## config.mk

```make
export PLATFORM = sky130hd
export DESIGN_NAME = lefi_ram
export DESIGN_NICKNAME = d
export VERILOG_FILES = /design/src/sv/lefi_ram.sv
export SDC_FILE = /design/constraint.sdc
export NUM_CORES = 2
export LEC_CHECK = 0
export BUFFER_PORTS_ARGS = -buffer_cell sky130_fd_sc_hd__buf_2
export CAP_MARGIN = 15
export CORE_MARGIN = 2
export CORE_UTILIZATION = 50
export DETAILED_ROUTE_END_ITERATION = 7
export GPL_ROUTABILITY_DRIVEN = 0
export PLACE_DENSITY = 0.73
export SYNTH_ARGS = -nofsm -noshare
export SYNTH_HDL_FRONTEND = slang
export SYNTH_SLANG_ARGS = --single-unit
```

## constraint.sdc

```tcl
create_clock -name clk -period 2.91 [get_ports clk]
set_input_delay 0.291 -clock clk [delete_from_list [all_inputs] [get_ports clk]]
set_output_delay 0.291 -clock clk [all_outputs]
set_load 0.05 [all_outputs]
```

## src/sv/lefi_ram.sv

```systemverilog
module lefi_ram #(
  parameter int WIDTH = 8,
  parameter int DEPTH = 256,
  localparam int AW = $clog2(DEPTH)
) (
  input  logic             clk,
  input  logic             wr_en,
  input  logic [AW-1:0]    wr_addr,
  input  logic [WIDTH-1:0] wr_data,
  input  logic [AW-1:0]    rd_addr,
  output logic [WIDTH-1:0] rd_data
);

  logic [WIDTH-1:0] mem [DEPTH];

  // one write port, registered read port
  always_ff @(posedge clk) begin
    if (wr_en) begin
      mem[wr_addr] <= wr_data;
    end
    rd_data <= mem[rd_addr];
  end

endmodule

```

==> impl_metrics.py <==
metrics = {
    "timing": {
        "hold_violations": 0,
        "finalCritPeriodShare_pct": 97.9,
        "worst_pin_slew_ns": 1.09,
        "max_freq_mhz": 351,
        "slew_violations": 0,
        "finalSetupViolations": 0,
        "maxSlewHeadroom_pct": 26.8,
        "fin_skew_ns": 0.0554,
        "rsz0062_at_grt": "false",
        "period_needed_ns": 2.85,
        "setup_tns_ns": 0,
    },
    "logic_synthesis": {
        "synth.top_cell.area_share_pct": 77.3,
        "syn_area_sq_um": 79600,
        "ys_seq_area_share_pct": 77.5,
        "syn_area_per_cell_sq_um": 21.3,
        "ys_dominant_reg_cell": "edfxtp_1",
        "synthCells": 3733,
        "syn_nets": 3759,
        "synth-edff-count": 2048,
        "synth_cell_types": 55,
        "synth_area_leader_cell": "edfxtp_1",
        "ys_warn_count": 0,
        "synth_area_leaders": "edfxtp_1 (77%), mux4_2 (13%), mux2i_1 (1.7%)",
        "ys_ff_latch": 2056,
        "synthArstFlopShare_pct": 0,
    },
    "detailed_routing": {
        "vias_per_cell": 6.30,
        "drt-initial-drc-count": 5821,
        "dr.pass1.iters": 6,
        "drt_wl_total_um": 196000,
        "ant_nets": 0,
        "route.detailed.wl_per_inst_um": 30.1,
        "via_count": 40973,
        "drc": 0,
    },
    "worst_setup_path": {
        "end_kind": "register",
        "cpMostUsedCell": "mux4_2",
        "crit_type": "register to register",
        "cp.required_ns": 3.58,
        "cp.arrival_ns": 3.52,
        "crit_buf_inv": 1,
        "max_stage_delay_ns": 0.78,
        "slowest_stage": "nor3_1",
        "start_kind": "register",
        "worstPathMaxFanout": 1,
        "crit_family": "simple AND/OR/NAND/NOR gates",
        "path_cells": "mux4_2, mux4_2, nor2_1, a2111oi_0, buf_4, nor3_1, nor4_2",
    },
    "outcome": {
        "outcome": "finished clean",
    },
    "power": {
        "clock_power_share_pct": 40.9,
        "p_total_mw": 60.8,
        "powerDensity_nw_per_um2": 661,
        "p_leak_nw": 29.5,
        "seqPwrFrac_pct": 53.8,
        "ir_drop_mv": 0.695,
        "switchingPower_mw": 13.0,
        "switching_share_pct": 21.3,
        "p_int_mw": 47.9,
        "combPwrFrac_pct": 5.3,
    },
    "min_path": {
        "hold_path_class": "input pin to register",
    },
    "global_routing": {
        "grt-ovfl-total": 0,
        "grt_usage_pct": 24.3,
        "grt_pass1_wl_um": 285000,
        "grt_max_degree": 109,
        "grt_pass1_vias": 41137,
        "antenna_found_initial": 12,
    },
    "clock_network": {
        "clk_latency_ns": 0.84,
        "path_clk_slew_ns": 0.06,
        "cts.sinks": 2056,
        "ctsRootBufferMaster": "clkbuf_16",
        "cts_inserted_buffers": 193,
        "postCtsSetupBuffers": 0,
        "cts_tree": "done",
        "htree_levels": 4,
        "clock_path_buffers": 3,
        "cts_resized": 0,
    },
    "die": {
        "io_pins": 34,
        "start_util_pct": 50.3,
        "die_y_um": 403,
        "dieArea_sq_um": 162000,
        "core.rowCount": 146,
        "die_w_um": 403,
        "coreArea_sq_um": 158000,
    },
    "place": {
        "io_buffers": 33,
        "dp.cells": 6140,
        "hpwl_um": 125000,
    },
    "finish": {
        "area_growth_pct": 15.7,
        "drive_above_1_share_pct": 29.6,
        "final_cells": 6503,
        "nNetsFinal": 4294,
    },
    "run": {
        "max_cap_violations": 0,
    },
}
==> area by class of cell <==
cell class / instances / area, sq um
flip-flops and latches: 2056 / 61700
repair buffers: 573 / 5010
diodes: 6 / 15.0
clock buffers: 230 / 4990
clock inverters: 122 / 1240
fillers: 11138 / 66200
well taps: 2072 / 2590
multi-input cells: 1442 / 16500
inverters: 2 / 7.51
==> per-layer routing <==
| metal | share of wire (%) | global-route usage [%] | vias up | routed length, um |
|---|---|---|---|---|
| li1 | - | - | 16744 | - |
| met4 | 3.5 | 8.40 | 10 | 6860 |
| met5 | 0.026 | 0 | - | 50 |
| met3 | 12 | 5.98 | 388 | 22600 |
| met2 | 48 | 38.0 | 2480 | 93700 |
| met1 | 37 | 33.7 | 21351 | 72700 |
==> state kept, by name, summed over array words and instances (netlist names) <==
name and cells:
rd_data 8, mem 2048
==> final timing paths <==
check / start / to / slack (ns) / depth (start not counted)
hold / removal: wr_data[3] / mem[140][3]$_DFFE_PP_ / 0.01 / 1
hold reg to reg: mem[32][5]$_DFFE_PP_ / rd_data[5]$_DFF_P_ / 1.01 / 6
setup / recovery: mem[133][2]$_DFFE_PP_ / rd_data[2]$_DFF_P_ / 0.06 / 7
setup reg to reg: mem[133][2]$_DFFE_PP_ / rd_data[2]$_DFF_P_ / 0.06 / 7
==> power groups by stage <==
| stage | logic (mW) | registers [mW] | clock network [mW] |
|---|---|---|---|
| finish | 3.24 | 32.7 | 24.9 |
| global route | 3.40 | 32.7 | 26.3 |
| CTS | 3.23 | 32.7 | 25.2 |
| detailed placement | 3.21 | 33.3 | 0 |
| global placement | 3.16 | 33.3 | 0 |
| floorplan | 1.59 | 33.4 | 0 |
==> placed cells by master (no fill, tap or decap), types with 13 or more instances in the layout <==
| cell | instances |
|---|---|
| o22ai_1 | 28 |
| bufinv_16 | 20 |
| nor4_1 | 24 |
| clkbuf_16 | 194 |
| clkinv_1 | 51 |
| mux4_2 | 454 |
| clkbuf_1 | 36 |
| nand2_1 | 33 |
| a22oi_1 | 133 |
| a21oi_1 | 96 |
| nor2b_1 | 28 |
| buf_2 | 22 |
| a211oi_1 | 16 |
| o221ai_1 | 46 |
| buf_4 | 482 |
| buf_12 | 55 |
| nor2_1 | 279 |
| edfxtp_1 | 2048 |
| a221oi_1 | 13 |
| nor3_1 | 22 |
| nand3_1 | 34 |
| mux2i_1 | 134 |
| clkinv_2 | 30 |
==> stage by stage <==
stage | hold WS [ns] | util (%) | worst slack, ns | area (sq um)
after floorplan | 0.390 | - | 0.681 | 79600
after global placement | 0.834 | 54.2 | -0.415 | 85700
after detailed placement | 0.842 | 54.2 | -0.488 | 85700
after CTS | 0.00567 | 58.1 | 0.0553 | 92000
after global routing | 0.0249 | 58.2 | 0.0969 | 92000
final | 0.0150 | 58.2 | 0.0615 | 92000
==> worst reg2reg max path, cell delays in order (launching register included) <==
cell	delay, ns
edfxtp_1	0.38
mux4_2	0.49
mux4_2	0.52
nor2_1	0.12
a2111oi_0	0.08
buf_4	0.17
nor3_1	0.78
nor4_2	0.14
==> logic make-up after synthesis <==
group / count (synthesis) / share of synthesized area [%]
buf+inv: 235 / 1.83
simple gates: 466 / 2.63
compound gates: 385 / 3.42
mux: 591 / 14.6
flops: 2056 / 77.5
==> cells in the mapped netlist (all sizes together), types with 2 or more instances <==
cell type  count
a2111oi        5
a211oi        16
a21oi         96
a221oi        14
a22o           8
a22oi        133
a311oi         2
a31oi          2
and2           6
and3b          2
buf          122
clkbuf       111
dfxtp          8
edfxtp      2048
mux2i        134
mux4         456
nand2         33
nand2b         8
nand3         34
nand3b         2
nand4         10
nor2         282
nor2b         31
nor3          22
nor4          27
o211ai        10
o21ai         12
o221ai        47
o22a           5
o22ai         28
o32ai          5
or2            4
==> timing repair <==
item / 4_1_cts / 5_1_grt
hold endpoints to repair: 140 / 0
hold buffers: 4 / 0
setup endpoints to repair: 0 / 0
No activity file was read; power rests on OpenSTA's default activity.
